`src/design/vwcbp_pkg.sv`:
```
// Package for the variable-width code byte packer.
// Holds the field widths, the operation codes and the structs passed between stages.
// No dependencies; every other design file imports it.
package vwcbp_pkg;

    localparam int BYTE_W  = 8;
    localparam int CODE_W  = 16;
    localparam int WIDTH_W = 5;
    localparam int CNT_W   = 3;
    localparam int PEND_W  = 7;
    localparam int ACC_W   = 23;

    localparam logic [WIDTH_W-1:0] MIN_CODE_WIDTH = 5'd8;
    localparam logic [WIDTH_W-1:0] MAX_CODE_WIDTH = 5'd16;

    typedef enum logic
    {
        OP_PACK  = 1'b0,
        OP_FLUSH = 1'b1
    } op_t;

    // Item held in the input register.
    typedef struct packed
    {
        logic               valid;
        logic               op;
        logic [CODE_W-1:0]  code;
        logic [WIDTH_W-1:0] code_width;
    } item_t;

    // Bytes produced by one item: n is 0, 1 or 2.
    typedef struct packed
    {
        logic [1:0]        n;
        logic [BYTE_W-1:0] byte0;
        logic [BYTE_W-1:0] byte1;
    } pack_res_t;

    // Handshake from the result register back to the earlier stages.
    typedef struct packed
    {
        logic take;
    } adv_t;

    // Status of the result register.
    typedef struct packed
    {
        logic [1:0] count;
    } out_stat_t;

    // Status of the leftover state.
    typedef struct packed
    {
        logic [CNT_W-1:0] count;
    } left_stat_t;

endpackage

```
`src/design/vwcbp_if.sv`:
```
// Channel interfaces of the code byte packer: the code input and the byte output.
// Depends on vwcbp_pkg for the field widths.
interface vwcbp_code_if;
    import vwcbp_pkg::*;

    logic               valid;
    logic               ready;
    logic               op;
    logic [CODE_W-1:0]  code;
    logic [WIDTH_W-1:0] code_width;

    modport source (output valid, output op, output code, output code_width, input ready);
    modport sink   (input valid, input op, input code, input code_width, output ready);
endinterface

interface vwcbp_byte_if;
    import vwcbp_pkg::*;

    logic              valid;
    logic              ready;
    logic [BYTE_W-1:0] out_byte;
    logic              last;

    modport source (output valid, output out_byte, output last, input ready);
    modport sink   (input valid, input out_byte, input last, output ready);
endinterface

```
`src/design/vwcbp_input_stage.sv`:
```
// Input register of the code byte packer: holds one accepted beat until it is packed.
// Depends on vwcbp_pkg and vwcbp_if.
module vwcbp_input_stage
(
    input  logic               clk,
    input  logic               rst_n,
    vwcbp_code_if.sink         codes,
    input  vwcbp_pkg::adv_t    adv,
    output vwcbp_pkg::item_t   item
);
    import vwcbp_pkg::*;

    logic               valid_reg;
    logic               valid_next;
    logic               op_reg;
    logic [CODE_W-1:0]  code_reg;
    logic [WIDTH_W-1:0] width_reg;
    logic               accept;

    // The register frees up whenever its item moves on to the result register.
    assign codes.ready = !valid_reg || adv.take;
    assign accept      = codes.valid && codes.ready;

    always_comb
    begin
        valid_next = valid_reg;
        if (accept)
        begin
            valid_next = 1'b1;
        end
        else if (adv.take)
        begin
            valid_next = 1'b0;
        end
    end

    always_ff @(posedge clk or negedge rst_n)
    begin
        if (!rst_n)
        begin
            valid_reg <= 1'b0;
        end
        else
        begin
            valid_reg <= valid_next;
        end
    end

    // Payload needs no reset.
    always_ff @(posedge clk)
    begin
        if (accept)
        begin
            op_reg    <= codes.op;
            code_reg  <= codes.code;
            width_reg <= codes.code_width;
        end
    end

    assign item.valid      = valid_reg;
    assign item.op         = op_reg;
    assign item.code       = code_reg;
    assign item.code_width = width_reg;

endmodule

```
`src/design/vwcbp_pack_logic.sv`:
```
// Packing logic: joins the leftover bits with the held code and cuts whole bytes.
// Keeps the leftover bits and their count. Depends on vwcbp_pkg.
module vwcbp_pack_logic
(
    input  logic                   clk,
    input  logic                   rst_n,
    input  vwcbp_pkg::item_t       item,
    input  vwcbp_pkg::adv_t        adv,
    output vwcbp_pkg::pack_res_t   res,
    output vwcbp_pkg::left_stat_t  stat
);
    import vwcbp_pkg::*;

    logic [PEND_W-1:0]  left_bits_reg;
    logic [PEND_W-1:0]  left_bits_next;
    logic [CNT_W-1:0]   left_count_reg;
    logic [CNT_W-1:0]   left_count_next;

    logic [WIDTH_W-1:0] width;
    logic [ACC_W-1:0]   code_mask;
    logic [ACC_W-1:0]   acc;
    logic [WIDTH_W-1:0] total;
    logic [WIDTH_W-1:0] rest1;
    logic [WIDTH_W-1:0] rest2;
    logic [ACC_W-1:0]   shift1;
    logic [ACC_W-1:0]   shift2;
    logic [BYTE_W-1:0]  flush_byte;
    logic [BYTE_W-1:0]  keep_mask;
    logic [CNT_W-1:0]   keep_count;
    logic               update;

    // Clamp the code width into the legal range.
    always_comb
    begin
        if (item.code_width < MIN_CODE_WIDTH)
        begin
            width = MIN_CODE_WIDTH;
        end
        else if (item.code_width > MAX_CODE_WIDTH)
        begin
            width = MAX_CODE_WIDTH;
        end
        else
        begin
            width = item.code_width;
        end
    end

    // Append the code below the leftover bits and locate the byte boundaries.
    assign code_mask = (ACC_W'(1) << width) - ACC_W'(1);
    assign acc       = (ACC_W'(left_bits_reg) << width)
                     | (ACC_W'(item.code) & code_mask);
    assign total     = WIDTH_W'(left_count_reg) + width;
    assign rest1     = total - WIDTH_W'(BYTE_W);
    assign rest2     = rest1 - WIDTH_W'(BYTE_W);
    assign shift1    = acc >> rest1;
    assign shift2    = acc >> rest2;

    // Pending bits left-aligned in one byte for a flush.
    assign flush_byte = BYTE_W'({1'b0, left_bits_reg}
                        << (4'(BYTE_W) - {1'b0, left_count_reg}));

    assign keep_count = (rest1 >= WIDTH_W'(BYTE_W)) ? rest2[CNT_W-1:0] : rest1[CNT_W-1:0];
    assign keep_mask  = (BYTE_W'(1) << keep_count) - BYTE_W'(1);

    always_comb
    begin
        res.byte0       = shift1[BYTE_W-1:0];
        res.byte1       = shift2[BYTE_W-1:0];
        left_bits_next  = acc[PEND_W-1:0] & keep_mask[PEND_W-1:0];
        left_count_next = keep_count;
        res.n           = (rest1 >= WIDTH_W'(BYTE_W)) ? 2'd2 : 2'd1;
        if (op_t'(item.op) == OP_FLUSH)
        begin
            res.byte0       = flush_byte;
            res.byte1       = flush_byte;
            left_bits_next  = '0;
            left_count_next = '0;
            res.n           = (left_count_reg == '0) ? 2'd0 : 2'd1;
        end
    end

    assign update = item.valid && adv.take;

    always_ff @(posedge clk or negedge rst_n)
    begin
        if (!rst_n)
        begin
            left_bits_reg  <= '0;
            left_count_reg <= '0;
        end
        else if (update)
        begin
            left_bits_reg  <= left_bits_next;
            left_count_reg <= left_count_next;
        end
    end

    assign stat.count = left_count_reg;

endmodule

```
`src/design/vwcbp_output_stage.sv`:
```
// Result register: holds up to two bytes of one item and sends them one beat at a time.
// Depends on vwcbp_pkg and vwcbp_if.
module vwcbp_output_stage
(
    input  logic                  clk,
    input  logic                  rst_n,
    input  vwcbp_pkg::item_t      item,
    input  vwcbp_pkg::pack_res_t  res,
    output vwcbp_pkg::adv_t       adv,
    output vwcbp_pkg::out_stat_t  stat,
    vwcbp_byte_if.source          stream
);
    import vwcbp_pkg::*;

    logic [1:0]        count_reg;
    logic [1:0]        count_next;
    logic [BYTE_W-1:0] slot0_reg;
    logic [BYTE_W-1:0] slot0_next;
    logic              last0_reg;
    logic              last0_next;
    logic [BYTE_W-1:0] slot1_reg;
    logic [BYTE_W-1:0] slot1_next;
    logic              pop;
    logic              load;

    assign pop      = stream.valid && stream.ready;
    // A new item may enter once the register is empty or sends its final beat now.
    assign adv.take = (count_reg == 2'd0) || ((count_reg == 2'd1) && pop);
    assign load     = adv.take && item.valid;

    always_comb
    begin
        count_next = count_reg;
        slot0_next = slot0_reg;
        last0_next = last0_reg;
        slot1_next = slot1_reg;
        if (load)
        begin
            count_next = res.n;
            slot0_next = res.byte0;
            last0_next = (res.n == 2'd1);
            slot1_next = res.byte1;
        end
        else if (pop)
        begin
            count_next = count_reg - 2'd1;
            slot0_next = slot1_reg;
            last0_next = 1'b1;
        end
    end

    always_ff @(posedge clk or negedge rst_n)
    begin
        if (!rst_n)
        begin
            count_reg <= '0;
        end
        else
        begin
            count_reg <= count_next;
        end
    end

    always_ff @(posedge clk)
    begin
        slot0_reg <= slot0_next;
        last0_reg <= last0_next;
        slot1_reg <= slot1_next;
    end

    assign stream.valid    = (count_reg != 2'd0);
    assign stream.out_byte = slot0_reg;
    assign stream.last     = last0_reg;
    assign stat.count      = count_reg;

endmodule

```
`src/design/variable_width_code_byte_packer_core.sv`:
```
// Variable-width code byte packer, MSB first.
// Codes of 8 to 16 bits arrive as beats on the codes channel (op, code, code_width)
// and leave as a byte stream on the stream channel (out_byte, last), one byte a beat.
// A pack beat yields one or two bytes; a flush beat yields the pending bits
// left-aligned and zero padded in one byte, or no byte when nothing is pending.
// The final byte caused by each beat carries last.
// A byte passes through the input register, then the result register, before it
// is offered on the stream channel.
// Throughput: one beat per cycle while each yields at most one byte and the receiver
// takes every byte; a beat that yields two bytes holds the result register until
// its second byte is taken, so the beat behind it waits.
// The result register decouples the channels: a new beat is taken while the
// last byte of the previous one waits to be taken.
// When the receiver stalls, the result register holds its byte and, once the
// input register is full as well, codes.ready falls.
// Reset clears the leftover bits and their count, the input valid flag and the
// byte count; no byte is offered after reset until a beat arrives.
// Depends on vwcbp_pkg, vwcbp_if and the three stage modules.
module variable_width_code_byte_packer_core
(
    input  logic         clk,
    input  logic         rst_n,
    vwcbp_code_if.sink   codes,
    vwcbp_byte_if.source stream
);
    import vwcbp_pkg::*;

    item_t      item;
    adv_t       adv;
    pack_res_t  res;
    out_stat_t  out_stat;
    left_stat_t left_stat;

    vwcbp_input_stage u_input
    (
        .clk   (clk),
        .rst_n (rst_n),
        .codes (codes),
        .adv   (adv),
        .item  (item)
    );

    vwcbp_pack_logic u_pack
    (
        .clk   (clk),
        .rst_n (rst_n),
        .item  (item),
        .adv   (adv),
        .res   (res),
        .stat  (left_stat)
    );

    vwcbp_output_stage u_output
    (
        .clk    (clk),
        .rst_n  (rst_n),
        .item   (item),
        .res    (res),
        .adv    (adv),
        .stat   (out_stat),
        .stream (stream)
    );

    // The result register never holds more than two bytes.
    assert property (@(posedge clk) disable iff (!rst_n) out_stat.count != 2'd3)
        else $error("result register holds more than two bytes");

    // A byte without last is always followed by a second byte already held.
    assert property (@(posedge clk) disable iff (!rst_n)
        stream.valid && !stream.last |-> out_stat.count == 2'd2)
        else $error("non-final byte offered without its successor");

    // A flush that moves on leaves no pending bits.
    assert property (@(posedge clk) disable iff (!rst_n)
        item.valid && adv.take && (op_t'(item.op) == OP_FLUSH) |=> left_stat.count == '0)
        else $error("pending bits remain after flush");

    // An accepted beat is held in the input register on the next cycle.
    assert property (@(posedge clk) disable iff (!rst_n)
        codes.valid && codes.ready |=> item.valid)
        else $error("accepted beat lost");

endmodule
```
`src/flat_wrapper.sv`:
```
// flat-port wrapper written by rule: the top's interface ports become plain ports
module variable_width_code_byte_packer_core_flat import vwcbp_pkg::*;
  (clk, rst_n, codes_valid, codes_op, codes_code, codes_code_width, codes_ready, stream_valid, stream_out_byte, stream_last, stream_ready);
  vwcbp_code_if codes_i ();
  vwcbp_byte_if stream_i ();
  input  logic clk;
  input  logic rst_n;
  input wire logic [$bits(codes_i.valid)-1:0] codes_valid;
  input wire logic [$bits(codes_i.op)-1:0] codes_op;
  input wire logic [$bits(codes_i.code)-1:0] codes_code;
  input wire logic [$bits(codes_i.code_width)-1:0] codes_code_width;
  output wire logic [$bits(codes_i.ready)-1:0] codes_ready;
  output wire logic [$bits(stream_i.valid)-1:0] stream_valid;
  output wire logic [$bits(stream_i.out_byte)-1:0] stream_out_byte;
  output wire logic [$bits(stream_i.last)-1:0] stream_last;
  input wire logic [$bits(stream_i.ready)-1:0] stream_ready;
  assign codes_i.valid = codes_valid;
  assign codes_i.op = codes_op;
  assign codes_i.code = codes_code;
  assign codes_i.code_width = codes_code_width;
  assign codes_ready = codes_i.ready;
  assign stream_valid = stream_i.valid;
  assign stream_out_byte = stream_i.out_byte;
  assign stream_last = stream_i.last;
  assign stream_i.ready = stream_ready;
  variable_width_code_byte_packer_core u_core (.clk(clk), .rst_n(rst_n), .codes(codes_i), .stream(stream_i));
endmodule
```
`config.mk`:
```
export PLATFORM = sky130hd
export DESIGN_NAME = variable_width_code_byte_packer_core_flat
export DESIGN_NICKNAME = d
export VERILOG_FILES = /design/src/design/vwcbp_pkg.sv /design/src/design/vwcbp_if.sv /design/src/design/vwcbp_input_stage.sv /design/src/design/vwcbp_pack_logic.sv /design/src/design/vwcbp_output_stage.sv /design/src/design/variable_width_code_byte_packer_core.sv /design/src/flat_wrapper.sv
export SDC_FILE = /design/constraint.sdc
export NUM_CORES = 1
export LEC_CHECK = 0
export ABC_AREA = 0
export BUFFER_PORTS_ARGS = -buffer_cell sky130_fd_sc_hd__buf_2
export CORE_MARGIN = 5
export CORE_UTILIZATION = 60
export CTS_CLUSTER_SIZE = 8
export DETAILED_ROUTE_END_ITERATION = 8
export MAX_ROUTING_LAYER = met4
export PLACE_DENSITY = 0.88
export REMOVE_ABC_BUFFERS = 1
export SLEW_MARGIN = 10
export SYNTH_ARGS = -nofsm -noshare
export SYNTH_HDL_FRONTEND = slang
export SYNTH_SLANG_ARGS = --single-unit
```
`constraint.sdc`:
```
create_clock -name clk -period 4 [get_ports clk]
set_input_delay 0.2 -clock clk [delete_from_list [all_inputs] [get_ports clk]]
set_output_delay 0.2 -clock clk [all_outputs]
set_load 0.01 [all_outputs]
```
Word level (Yosys, flattened, before mapping) --
Index checks and enable logic that the tools add are counted.
Cells by class: $add $sub $neg 7, order comparisons 3, equality and inequality tests 2, shifts and indexed selects 6, mux-type cells 16, bitwise logic cells 3, reduce and logical (&&, ||, !) cells 12
Operators with widths (count):
- $shr A23 B5 Y8 | 2
- $and A16 B23 Y23 | 1
- $or A23 B23 Y23 | 1
- $shl A1 B5 Y23 const A | 1
- $shl A7 B5 Y23 | 1
- $sub A23 B2 Y23 const B | 1
- $mux W18 | 1
- $mux W8 | 2
- $mux W5 | 2
- $sub A5 B4 Y5 const B | 2
- $shl A7 B4 Y8 | 1
- $and A7 B7 Y7 | 1
- $mux W7 | 1
- $shl A1 B3 Y7 const A | 1
- $sub A7 B2 Y7 const B | 1
- $mux W2 | 3
- $mux W3 | 2
- $reduce_bool A2 Y1 | 3
- $add A3 B5 Y5 | 1
- $ge A5 B4 Y1 const B | 1
- $gt A5 B5 Y1 const B | 1
- $lt A5 B4 Y1 const B | 1
- $mux W1 | 5
- $eq A2 B1 Y1 const B | 2
- 7 further kinds | 11
Storage, ports and cells: bits in registers 52, input bits 26, output and inout bits 11, word-level logic and storage cells 59

Longest topological paths before layout --
depth after elaboration 11, gate-level depth with buffers 16, depth with buffers taken out 15

Cells and area by module --
From an unflattened synthesis, not the netlist that was laid out.
Second synthesis, totals: cell total of the unflattened synthesis 511, area total of the unflattened synthesis 4662.0 sq um
By module, submodules not included:
- vwcbp_pack_logic | instances 1, cells each 439, area each 3108.0 sq um, sequential area each 250.2 sq um
- vwcbp_output_stage | instances 1, cells each 44, area each 824.5 sq um, sequential area each 560.5 sq um
- vwcbp_input_stage | instances 1, cells each 28, area each 729.4 sq um, sequential area each 685.7 sq um

Worst setup path after synthesis --
OpenSTA, ideal clock, no wires.
kind flip-flop to flip-flop, from register u_core.u_input.width_reg[4], to register u_core.u_output.slot1_reg[2] (data pin), setup time 0.269 ns, arrival 2.915 ns, required time 3.731 ns, setup slack 0.815 ns, stages on the path, launching flop included 14, path buffers 4, period minus slack after synthesis 3.185 ns, path through edfxtp_1 buf_6 and3b_1 buf_2 xnor2_1 ha_1 clkbuf_1 inv_1 clkbuf_1 mux4_2 nand2_1 o21ai_0 a221oi_1 o21ai_0
RTL lines:
- from (decl) | line vwcbp_input_stage.sv:17 | logic [WIDTH_W-1:0] width_reg;
- from (signal assigned) | line vwcbp_input_stage.sv:56 | width_reg <= codes.code_width;
- to (signal assigned) | line vwcbp_output_stage.sv:68 | slot1_reg <= slot1_next;
- to (decl) | line vwcbp_output_stage.sv:21 | logic [BYTE_W-1:0] slot1_reg;

==> out/metrics.yaml <==
layout_commonest_cell: "nand2_1"
synth-seq-cells: 52
dr_wl_met3_um: 1407
final_max_slew_viol_count: 0
maxCapViolations: 0
synthArstFlopShare: 0.2500
synth_top_area_frac: 0.2556
synth_mux_area_frac: 0.1092
comb_power_share: 0.690
drtAntennaViolNets: 0
clock-root-buffer: "clkbuf_8"
intPower_mw: 2.050
slew_headroom: 0.3583
cp_max_fo: 9
routed-wl-met2_um: 6173
rsz0062_at_grt: "no"
path_delay_family: "simple AND/OR/NAND/NOR gates"
synth_edf_count: 39
vias: 4520
cts.clk_slew.worst_paths_ns: 0.09
critPathBufInv: 2
fin_setup_tns_ns: 0
cp_slowest_stage_delay_ns: 0.45
syn_area_per_cell_um2: 8.897
start_util: 0.6250
avgRoutedWirePerCell_um: 21.93
placement.cell_area_um2: 4761
ir_worst_vdd_v: 0.0003655
grt_overflow_total: 0
ios: 37
synthesis.area_um2: 4582
core_area_um2: 7331
min_path_type: "in2reg"
endpoint_kind: "flip-flop"
ys_seq_area_frac: 0.3266
layout_common_cells: "nand2_1, edfxtp_1, buf_2, o21ai_0, nor2_1"
yosys.area.top_type: "edfxtp_1"
die-area_um2: 9484
insertion_delay_ns: 0.33
setup_slack_ns: 0.4795
worstPathRequired_ns: 4.17
ys_dominant_reg_cell: "edfxtp_1"
dp_slack_ns: 0.4297
cp.arrival_ns: 3.69
grt_usage: 0.2943
p_clk_frac: 0.071
synth-simple-area-share: 0.1895
cts_buffer_depth: 2
diodes: 0
clock_skew_ns: 0.01638
num-nets-final: 562
synthAdderAreaFrac: 0.02458
met1_length_um: 5307
regArea_um2: 1496
power.leakage_nw: 1.788
synth_compound_area_frac: 0.2638
seq_power_share: 0.239
syn2layout_area_growth_pct: 5.926
fin_area_um2: 4853
cts_tree: "done"
worstMarginPinSlew_ns: 0.9625
drt_iter0_drc: 782
hold_violations: 0
grt_pass1_vias: 4233
multi_input_area_um2: 2765
synth_xor_area_frac: 0.01475
die_y_um: 97.39
grt_pass1_wl_um: 22110
synth_top_family_by_area: "compound AO/OA/AOI/OAI gates"
antenna_found_initial: 0
place.gp.congestion: 1.009
synth_area_leaders: "edfxtp_1, dfrtp_1, nand2_1"
whs_ns: 0.05108
clkSinkCount: 52
synth_warnings: 0
portBuffers: 36
dp_hpwl_um: 10210
n_fill_cell: 593
routed_wl_um: 13750
critPathLaunchType: "flip-flop"
cp_cell_sequence: "and2b_1 > nand2_1 > inv_2 > ha_1 > nand2_1 > a21oi_1 > nor2_1 > nor2_1 > inv_2 > ha_1 > nand2_1 > nor2_1 > o21ai_0 > o211ai_1"
period_needed_ns: 3.520
grt_max_degree: 33
crit_type: "reg2reg"
status: "completed"
drcViolationCount: 0
drive_above_1_share: 0.1837
vias_per_cell: 7.209
report.final.setup_viol: 0
cts_buffers: 5
switchingPower_mw: 2.171
max_freq_mhz: 284.1
cts_max_level: 2
finalCritPeriodShare: 0.8801
swShare: 0.5143
synth_cells: 515
ys_types: 82
first_pass_iters: 6
die_x_um: 97.39
largest_register_ff_count: 16
power.density_nw_per_um2: 869.6
routed.top_layer: "met4"
num_rows: 31
crit_slowest_cell: "ha_1"
==> what timing repair did <==
item | in CTS | in global routing
setup endpoints to repair | 0 | 1
hold endpoints to repair | 13 | 0
hold buffers | 1 | 0
gates resized for setup | 0 | 1
setup buffers | 0 | 0
==> through the flow <==
stage	util	std cells	power, mW
floorplan	-	466	2.976
global placement	0.6494	618	3.749
detailed placement	0.6494	618	3.823
CTS	0.6621	627	4.124
global route	0.6621	627	4.482
finish	0.6621	627	4.221
==> worst register-to-register path: cells and delay by family, from the launching register on <==
family / cells / cell delay, ns
buf+inv: 2 / 0.23
flops: 1 / 0.38
compound gates: 3 / 0.54
fa+ha+maj: 2 / 0.76
simple gates: 7 / 1.46
==> synth_stat cells (3+ instances only) <==
library cell,number
nand2_1,65
edfxtp_1,39
clkbuf_1,29
o21ai_0,29
nor2_1,28
a21oi_1,23
nand3_1,17
nor3_1,17
o211ai_1,17
mux2i_1,14
dfrtp_1,13
inv_1,13
buf_2,10
mux4_2,10
o22ai_1,10
o31ai_1,10
ha_1,9
mux2_2,9
o221ai_1,9
a31oi_1,8
and2_1,7
buf_6,7
o2111ai_1,5
o311ai_0,5
o41ai_1,5
a211oi_1,4
a32oi_1,4
nand2b_1,4
o21ai_1,4
o31a_1,4
or2_2,4
a22oi_1,3
and3b_1,3
buf_1,3
clkinv_1,3
nor2b_1,3
nor4_1,3
o21a_1,3
xnor2_1,3
==> metal layers <==
layer / up-vias / GRT usage
met4: 0 / 0.1715
met2: 348 / 0.4428
met5: - / -
met1: 2081 / 0.3760
met3: 83 / 0.04666
li1: 2008 / -
==> power groups by stage <==
stage	Sequential (mW)	Clock (mW)	Combinational, mW
2_1_floorplan	1.04	0	1.94
3_3_place_gp	1.01	0	2.74
3_5_place_dp	1.02	0	2.81
4_1_cts	1.00	0.298	2.82
5_1_grt	1.03	0.321	3.13
6_report	1.01	0.300	2.91
==> final cells by class <==
class                   count  share of cell area
well taps                  99             0.02552
flip-flops and latches     52              0.3083
repair buffers             54             0.06548
multi-input cells         396              0.5697
clock buffers               5             0.01418
inverters                  18             0.01392
clock inverters             3            0.002836
==> kinds of logic after synthesis <==
family,after synthesis
buffers and inverters,68
other,1
XOR/XNOR,6
AO/OA/AOI/OAI,171
AND/OR/NAND/NOR,173
flip-flops,52
adder cells (fa/ha/maj),9
multiplexers,35
==> path summary, 6_finish.rpt <==
| path | startpoint | endpoint | slack, ns | cells past startpoint |
|---|---|---|---|---|
| max in group asynchronous | rst_n | u_core.u_pack.left_bits_reg[2]$_DFFE_PN0P_ | 3.49 | 2 |
| min in group asynchronous | rst_n | u_core.u_pack.left_bits_reg[6]$_DFFE_PN0P_ | 0.27 | 2 |
| worst max register to register | u_core.u_input.width_reg[3]$_DFFE_PP_ | u_core.u_output.slot1_reg[7]$_DFFE_PP_ | 0.48 | 14 |
| worst min-delay path | codes_code[5] | u_core.u_input.code_reg[5]$_DFFE_PP_ | 0.05 | 1 |
| worst min register to register | u_core.u_output.stat[1]$_DFFE_PN0P_ | u_core.u_output.stat[1]$_DFFE_PN0P_ | 0.55 | 2 |
| worst max-delay path | u_core.u_input.width_reg[3]$_DFFE_PP_ | u_core.u_output.slot1_reg[7]$_DFFE_PP_ | 0.48 | 14 |
Power figures use the tool's default switching activity.
